$ cat config.mk
export PLATFORM = sky130hd
export DESIGN_NAME = union_find_spanning_cost_unit
export DESIGN_NICKNAME = d
export VERILOG_FILES = /design/src/rtl/ufsc_pkg.sv /design/src/rtl/ufsc_ctrl.sv /design/src/rtl/ufsc_dpath.sv /design/src/rtl/union_find_spanning_cost_unit.sv
export SDC_FILE = /design/constraint.sdc
export NUM_CORES = 2
export LEC_CHECK = 0
export BUFFER_PORTS_ARGS = -buffer_cell sky130_fd_sc_hd__buf_2
export CAP_MARGIN = 30
export CORE_MARGIN = 10
export CORE_UTILIZATION = 55
export DETAILED_ROUTE_END_ITERATION = 16
export PLACE_DENSITY = 0.73
export SYNTH_ARGS = -nofsm -noshare
export SYNTH_HDL_FRONTEND = slang
export SYNTH_HIERARCHICAL = 1
export SYNTH_SLANG_ARGS = --single-unit
$ cat constraint.sdc
create_clock -name clk -period 16.83 [get_ports clk]
set_clock_uncertainty 0.05 [all_clocks]
set_input_delay 4.2075 -clock clk [delete_from_list [all_inputs] [get_ports clk]]
set_output_delay 4.2075 -clock clk [all_outputs]
set_load 0.005 [all_outputs]
$ cat src/rtl/ufsc_pkg.sv
// Package with the shared constants, payload types and control structs of the spanning cost unit.
package ufsc_pkg;

    localparam int NODE_COUNT = 256;
    localparam int NODE_W     = $clog2(NODE_COUNT);
    localparam int HEIGHT_W   = 4;
    localparam int COST_W     = 24;
    localparam int EDGE_W     = 16;

    localparam logic [HEIGHT_W-1:0] HEIGHT_MAX = '1;
    localparam logic [COST_W-1:0]   COST_MAX   = '1;

    typedef struct packed {
        logic              action;
        logic [7:0]        node_a;
        logic [7:0]        node_b;
        logic [EDGE_W-1:0] edge_cost;
    } item_t;

    typedef struct packed {
        logic              joined;
        logic [COST_W-1:0] total_cost;
    } result_t;

    typedef enum logic [1:0] {
        RD_NONE,
        RD_NODE_A,
        RD_NODE_B,
        RD_PARENT
    } rd_sel_t;

    typedef struct packed {
        logic    clear;
        logic    load_item;
        rd_sel_t rd_sel;
        logic    take_ra;
        logic    take_rb;
        logic    merge;
        logic    skip;
        logic    push;
    } dp_cmd_t;

    typedef struct packed {
        logic clear_last;
        logic in_range;
        logic at_root;
        logic out_free;
    } dp_status_t;

endpackage

$ cat src/rtl/ufsc_ctrl.sv
// Controller state machine that sequences the root walks, the join and the result transfer.
module ufsc_ctrl
    import ufsc_pkg::*;
(
    input  logic       clk,
    input  logic       rst_n,
    input  logic       item_valid,
    output logic       item_ready,
    input  dp_status_t status,
    output dp_cmd_t    cmd
);

    typedef enum logic [2:0] {
        S_CLEAR,
        S_IDLE,
        S_START,
        S_WALK_A,
        S_WALK_B,
        S_JOIN,
        S_PUSH
    } state_t;

    state_t state_reg;
    state_t state_next;

    always_comb
    begin
        state_next = state_reg;
        cmd        = '0;
        cmd.rd_sel = RD_NONE;
        item_ready = 1'b0;
        unique case (state_reg)
            S_CLEAR:
            begin
                cmd.clear = 1'b1;
                if (status.clear_last)
                begin
                    state_next = S_IDLE;
                end
            end
            S_IDLE:
            begin
                item_ready = 1'b1;
                if (item_valid)
                begin
                    cmd.load_item = 1'b1;
                    state_next    = S_START;
                end
            end
            S_START:
            begin
                if (status.in_range)
                begin
                    cmd.rd_sel = RD_NODE_A;
                    state_next = S_WALK_A;
                end
                else
                begin
                    cmd.skip   = 1'b1;
                    state_next = S_PUSH;
                end
            end
            S_WALK_A:
            begin
                if (status.at_root)
                begin
                    cmd.take_ra = 1'b1;
                    cmd.rd_sel  = RD_NODE_B;
                    state_next  = S_WALK_B;
                end
                else
                begin
                    cmd.rd_sel = RD_PARENT;
                end
            end
            S_WALK_B:
            begin
                if (status.at_root)
                begin
                    cmd.take_rb = 1'b1;
                    state_next  = S_JOIN;
                end
                else
                begin
                    cmd.rd_sel = RD_PARENT;
                end
            end
            S_JOIN:
            begin
                cmd.merge  = 1'b1;
                state_next = S_PUSH;
            end
            S_PUSH:
            begin
                if (status.out_free)
                begin
                    cmd.push   = 1'b1;
                    state_next = S_IDLE;
                end
            end
            default:
            begin
                state_next = S_IDLE;
            end
        endcase
    end

    always_ff @(posedge clk or negedge rst_n)
    begin
        if (!rst_n)
        begin
            state_reg <= S_CLEAR;
        end
        else
        begin
            state_reg <= state_next;
        end
    end

endmodule

$ cat src/rtl/ufsc_dpath.sv
// Datapath with the parent and height memories, the walk registers, the total and the result.
module ufsc_dpath
    import ufsc_pkg::*;
(
    input  logic       clk,
    input  logic       rst_n,
    input  item_t      item,
    input  dp_cmd_t    cmd,
    output dp_status_t status,
    output logic       result_valid,
    input  logic       result_ready,
    output result_t    result
);

    logic [NODE_W-1:0]   parent_mem [NODE_COUNT];
    logic [HEIGHT_W-1:0] height_mem [NODE_COUNT];

    logic [NODE_W-1:0]   parent_rd_reg;
    logic [HEIGHT_W-1:0] height_rd_reg;
    logic [NODE_W-1:0]   clr_addr_reg;

    item_t               item_reg;
    logic [NODE_W-1:0]   cur_reg;
    logic [NODE_W-1:0]   ra_reg;
    logic [NODE_W-1:0]   rb_reg;
    logic [HEIGHT_W-1:0] ha_reg;
    logic [HEIGHT_W-1:0] hb_reg;
    logic                joined_reg;
    logic [COST_W-1:0]   cost_sum_reg;
    logic [COST_W-1:0]   cost_sum_next;
    result_t             result_reg;
    logic                result_valid_reg;

    logic [NODE_W-1:0]   rd_addr;
    logic [NODE_W-1:0]   up_node;
    logic [HEIGHT_W-1:0] cur_height;
    logic                differ;
    logic                swap;
    logic [NODE_W-1:0]   lo_root;
    logic [NODE_W-1:0]   hi_root;
    logic [HEIGHT_W-1:0] lo_height;
    logic [HEIGHT_W-1:0] hi_height;
    logic [HEIGHT_W-1:0] inc_height;
    logic [HEIGHT_W-1:0] hi_height_new;
    logic                do_join;
    logic [COST_W:0]     sum_wide;

    assign up_node    = parent_rd_reg;
    assign cur_height = height_rd_reg;

    always_comb
    begin
        case (cmd.rd_sel)
            RD_NODE_A: rd_addr = NODE_W'(item_reg.node_a);
            RD_NODE_B: rd_addr = NODE_W'(item_reg.node_b);
            RD_PARENT: rd_addr = up_node;
            default:   rd_addr = cur_reg;
        endcase
    end

    assign differ        = (ra_reg != rb_reg);
    assign swap          = (ha_reg > hb_reg);
    assign lo_root       = swap ? rb_reg : ra_reg;
    assign hi_root       = swap ? ra_reg : rb_reg;
    assign lo_height     = swap ? hb_reg : ha_reg;
    assign hi_height     = swap ? ha_reg : hb_reg;
    assign inc_height    = (lo_height == HEIGHT_MAX) ? HEIGHT_MAX : lo_height + 1'b1;
    assign hi_height_new = (inc_height > hi_height) ? inc_height : hi_height;
    assign do_join       = cmd.merge && differ;

    assign sum_wide      = {1'b0, cost_sum_reg} + (COST_W + 1)'(item_reg.edge_cost);
    assign cost_sum_next = sum_wide[COST_W] ? COST_MAX : sum_wide[COST_W-1:0];

    assign status.clear_last = (clr_addr_reg == NODE_W'(NODE_COUNT - 1));
    assign status.in_range   = (int'(item_reg.node_a) < NODE_COUNT)
                            && (int'(item_reg.node_b) < NODE_COUNT);
    assign status.at_root    = (up_node == cur_reg);
    assign status.out_free   = !result_valid_reg || result_ready;

    assign result_valid = result_valid_reg;
    assign result       = result_reg;

    always_ff @(posedge clk)
    begin
        if (cmd.clear)
        begin
            parent_mem[clr_addr_reg] <= clr_addr_reg;
            height_mem[clr_addr_reg] <= '0;
        end
        else if (do_join)
        begin
            parent_mem[lo_root] <= hi_root;
            height_mem[hi_root] <= hi_height_new;
        end
        parent_rd_reg <= parent_mem[rd_addr];
        height_rd_reg <= height_mem[rd_addr];
    end

    always_ff @(posedge clk or negedge rst_n)
    begin
        if (!rst_n)
        begin
            clr_addr_reg     <= '0;
            cost_sum_reg     <= '0;
            result_valid_reg <= 1'b0;
        end
        else
        begin
            if (cmd.clear)
            begin
                clr_addr_reg <= clr_addr_reg + 1'b1;
            end
            if (do_join && item_reg.action)
            begin
                cost_sum_reg <= cost_sum_next;
            end
            if (cmd.push)
            begin
                result_valid_reg <= 1'b1;
            end
            else if (result_ready)
            begin
                result_valid_reg <= 1'b0;
            end
        end
    end

    always_ff @(posedge clk)
    begin
        if (cmd.load_item)
        begin
            item_reg <= item;
        end
        if (cmd.rd_sel != RD_NONE)
        begin
            cur_reg <= rd_addr;
        end
        if (cmd.take_ra)
        begin
            ra_reg <= cur_reg;
            ha_reg <= cur_height;
        end
        if (cmd.take_rb)
        begin
            rb_reg <= cur_reg;
            hb_reg <= cur_height;
        end
        if (cmd.merge)
        begin
            joined_reg <= differ;
        end
        else if (cmd.skip)
        begin
            joined_reg <= 1'b0;
        end
        if (cmd.push)
        begin
            result_reg.joined     <= joined_reg;
            result_reg.total_cost <= cost_sum_reg;
        end
    end

endmodule

$ cat src/rtl/union_find_spanning_cost_unit.sv
// Top level of the union-find spanning cost unit.
// For each item the two root walks follow the parent links of node_a and node_b up to their roots,
// reading the parent memory once per step through its single read port; then the join state
// writes the join and the push state loads the result register once the output register is free.
// With union by height a parent-link depth is at most log2(NODE_COUNT). One item is
// worked on at a time, and the next item is taken while a finished result still waits in the
// output register. After reset a clearing pass over all NODE_COUNT (256) entries writes every
// parent entry with its own index and every height with zero; item_ready stays low until it ends.
module union_find_spanning_cost_unit
    import ufsc_pkg::*;
(
    input  logic    clk,
    input  logic    rst_n,
    input  logic    item_valid,
    output logic    item_ready,
    input  item_t   item,
    output logic    result_valid,
    input  logic    result_ready,
    output result_t result
);

    dp_cmd_t    cmd;
    dp_status_t status;

    ufsc_ctrl u_ctrl (
        .clk        (clk),
        .rst_n      (rst_n),
        .item_valid (item_valid),
        .item_ready (item_ready),
        .status     (status),
        .cmd        (cmd)
    );

    ufsc_dpath u_dpath (
        .clk          (clk),
        .rst_n        (rst_n),
        .item         (item),
        .cmd          (cmd),
        .status       (status),
        .result_valid (result_valid),
        .result_ready (result_ready),
        .result       (result)
    );

endmodule

==> metrics.md <==
| Metric | Value |
|---|---|
| Max reg flops | `2048` |
| Syn Area/Cell | `16.3 sq um` |
| Top-count cell post-synth | `edfxtp_1` |
| Wire per inst | `31.1 microns` |
| Max-cap violations | `0` |
| Post-synth cell types | `85` |
| Slowest stage cell, crit path | `buf_4` |
| Initial antenna violation count | `15` |
| Slew Viols, Final | `0` |
| Switching Share | `41.2%` |
| Seq pwr share | `32.3%` |
| Post-CTS sizing | `0` |
| FF+latch count, synth | `3211` |
| Placed Cells | `10575` |
| Clk pwr share | `23.0%` |
| Fin nets | `7952` |
| Crit path buf inv count | `3` |
| Synthesized Nets | `7883` |
| Endpoints failing setup | `0` |
| Clock sink total | `3211` |
| Pwr Density | `214 mW/mm^2` |
| Yosys top cell area share | `74.4%` |
| Core area | `0.230 sq mm` |
| CTS tree | `yes` |
| # DRC | `0` |
| Post-synthesis adder-cell area fraction | `0.280%` |
| Total number of vias | `74845` |
| P_int | `0.0177 W` |
| Async SR Flop Fraction | `1.12%` |
| Post-route cell area | `0.141 sq mm` |
| Synth area leaders | `edfxtp_1 (74%), mux4_2 (7.1%), nand2_1 (3.6%), nor2_1 (1.8%), mux2i_1 (1.6%)` |
| Crit-path max cell delay | `830 ps` |
| I/O Pins | `64` |
| Largest family of logic cells by synthesized area | `multiplexers` |
| CTS max path bufs | `4` |
| Post-Synth XOR/XNOR Area | `0.240%` |
| Row count | `176` |
| Status | `finished clean` |
| Post-synth EDFFs | `3163` |
| Post-Synth Simple-Gate Area | `8.48%` |
| Crit path capture type | `register` |
| Pre-Repair DR Iteration Count | `8` |
| NetSw | `0.0124 W` |
| Largest net degree at the start of global routing | `257` |
| CTS root buf | `clkbuf_16` |
| Peak VDD IR | `275 uV` |
| Quantity of I/O buffers inserted on ports | `63` |
| Commonest cells post-synth | `edfxtp_1 (3163), nand2_1 (1225), nor2_1 (603)` |
| Die Y | `502 microns` |
| Leading area contributor after synthesis | `edfxtp_1` |
| GR Overflow Total | `0` |
| Slew Limit Headroom | `16.0%` |
| CTS buffer count | `327` |
| CP arrival | `8440 ps` |
| Peak Freq | `0.130 GHz` |
| Post-synthesis cell count | `7818` |
| First-pass GRT wire length | `504 mm` |
| WHS | `387 ps` |
| H-tree depth | `5` |
| Critical Path RT | `17600 ps` |
| Leak | `45.7 nW` |
| HPWL Detailed | `203 mm` |
| Clock period minus worst slack | `7670 ps` |
| Post-placement cell area | `0.131 sq mm` |
| Final Hold Viols | `0` |
| Share of cells above drive strength 1 | `14.0%` |
| Max FO, Critical Path | `249` |
| Synth Flop Type | `edfxtp_1` |
| Clock Latency Late Sink | `960 ps` |
| Initial Util | `55.4%` |
| Hold crit path type | `register to register` |
| Final Instance Count excl. Fillers | `11154` |
| Critical path class | `register to register` |
| Post-route ant nets | `0` |
| Vias/cell | `6.71` |
| RSZ-0062 raised after global routing | `no` |
| Synthesis-to-finish area growth | `10.5%` |
| Worst-Margin Slew | `1260 ps` |
| Yosys warning total | `6` |
| Final wirelength | `347 mm` |
| Final Cycle Share | `45.6%` |
| Worst path cell trace | `xnor2_1 -> nand4_1 -> nor2_1 -> nor2b_4 -> o21ai_0 -> nand2_1 -> mux2i_1 -> mux2_8 -> clkinv_16 -> buf_4 -> buf_4 -> mux4_2 -> a2111oi_0 -> a211oi_1 -> nor4_1 -> nor4_1` |
| Power share of the combinational group | `44.7%` |
| Seq/Total Area, Yosys | `75.3%` |
| Setup tns final | `0 ps` |
| Clock Pin Slew Worst Setup and Hold Paths | `60 ps` |
| DRT iter0 DRCs | `11497` |
| Mux cell area share after synthesis | `8.72%` |
| Die W | `502 microns` |
| Die ar. | `0.252 sq mm` |
| Crit path max-delay family | `buffers and inverters` |
| CTS hold repair buffers | `0` |
| Compound-Gate Fraction of Synth Area | `4.80%` |
| Placer Congestion | `0.921` |
| GRT Resource Usage Total | `27.1%` |
| Setup Fix Bufs, Post-CTS | `0` |
| CP startpoint kind | `register` |
| Vias in the first global route | `73097` |
| Mapped Area | `0.128 sq mm` |
[layout make-up]
cell class / instances / area (sq um)
sequential: 3211 / 96100
fill: 15930 / 89300
multi-input combinational: 4090 / 29000
clock buffer: 411 / 8690
tap: 3026 / 3790
timing repair buffer: 230 / 1850
clock inverter: 151 / 1370
inverter: 27 / 168
antenna: 8 / 20.0
[power groups by stage]
stage,clock [W],combinational [W],sequential (W)
2_1_floorplan,0,0.00834,0.0101
3_3_place_gp,0,0.0128,0.00990
3_5_place_dp,0,0.0130,0.00991
4_1_cts,0.00699,0.0131,0.00974
5_1_grt,0.00732,0.0139,0.00976
6_report,0.00693,0.0135,0.00975
[per-layer routing]
metal | vias to the layer above | part of all wire (%) | global-route usage, %
li1 | 30533 | - | -
met1 | 37665 | 35 | 36.5
met2 | 5582 | 45 | 40.7
met3 | 1047 | 14 | 7.91
met4 | 18 | 5.5 | 13.2
met5 | - | 0.033 | 0
[worst reg2reg max path, cell delays in order, from the launching register on]
cell       delay (ps)
edfxtp_1          460
xnor2_1           230
nand4_1           140
nor2_1            410
nor2b_4           100
o21ai_0           250
nand2_1           470
mux2i_1           270
mux2_8            540
clkinv_16         450
buf_4            1260
buf_4             810
mux4_2            470
a2111oi_0         730
a211oi_1          110
nor4_1            700
nor4_1            120
[cells in the final DEF (no fill, tap or decap), types with 44 or more instances in the layout]
cell / count
edfxtp_1: 3163
nand2_1: 1220
nor2_1: 595
mux4_2: 401
clkbuf_16: 334
nand3_1: 308
a21oi_1: 216
mux2i_1: 198
buf_4: 130
a31oi_1: 127
a22oi_1: 112
a311oi_1: 83
a211oi_1: 78
buf_2: 77
and3_1: 77
clkbuf_1: 73
nor2b_1: 66
clkinv_1: 64
nor4_1: 62
nor3_1: 53
o22ai_1: 51
clkinv_2: 46
o21ai_0: 44
[kinds of logic after synthesis]
kind of cell | count (synthesis)
DFF | 3211
and+or+nand+nor | 2522
AOI/OAI and AO/OA | 895
muxes | 609
buffers and inverters | 517
xor gates and xnor gates | 35
adders and majority gates | 28
other | 1
[stage by stage]
step,setup WS [ps],power [W],utilization [%]
2_1_floorplan,259,0.0185,-
3_3_place_gp,9390,0.0227,56.7
3_5_place_dp,9470,0.0229,56.8
4_1_cts,9460,0.0298,61.2
5_1_grt,8850,0.0310,61.2
6_report,9160,0.0301,61.2
[final timing paths]
kind / slack (ps) / startpoint / endpoint / depth (start not counted)
max reg2reg: 9160 / u_dpath/cur_reg[6]$_DFFE_PP_ / u_dpath/cur_height[1]$_DFF_P_ / 16
min in group asynchronous: 3000 / rst_n / u_dpath/cost_sum_reg[7]$_DFFE_PN0P_ / 1
min reg2reg: 390 / u_dpath/joined_reg$_SDFFCE_PN0P_ / u_dpath/result[24]$_DFFE_PP_ / 0
min: 390 / u_dpath/joined_reg$_SDFFCE_PN0P_ / u_dpath/result[24]$_DFFE_PP_ / 0
max in group asynchronous: 13260 / rst_n / u_dpath/clr_addr_reg[6]$_DFFE_PN0P_ / 2
max: 9160 / u_dpath/cur_reg[6]$_DFFE_PP_ / u_dpath/cur_height[1]$_DFF_P_ / 16
No activity file was read; power rests on OpenSTA's default activity.
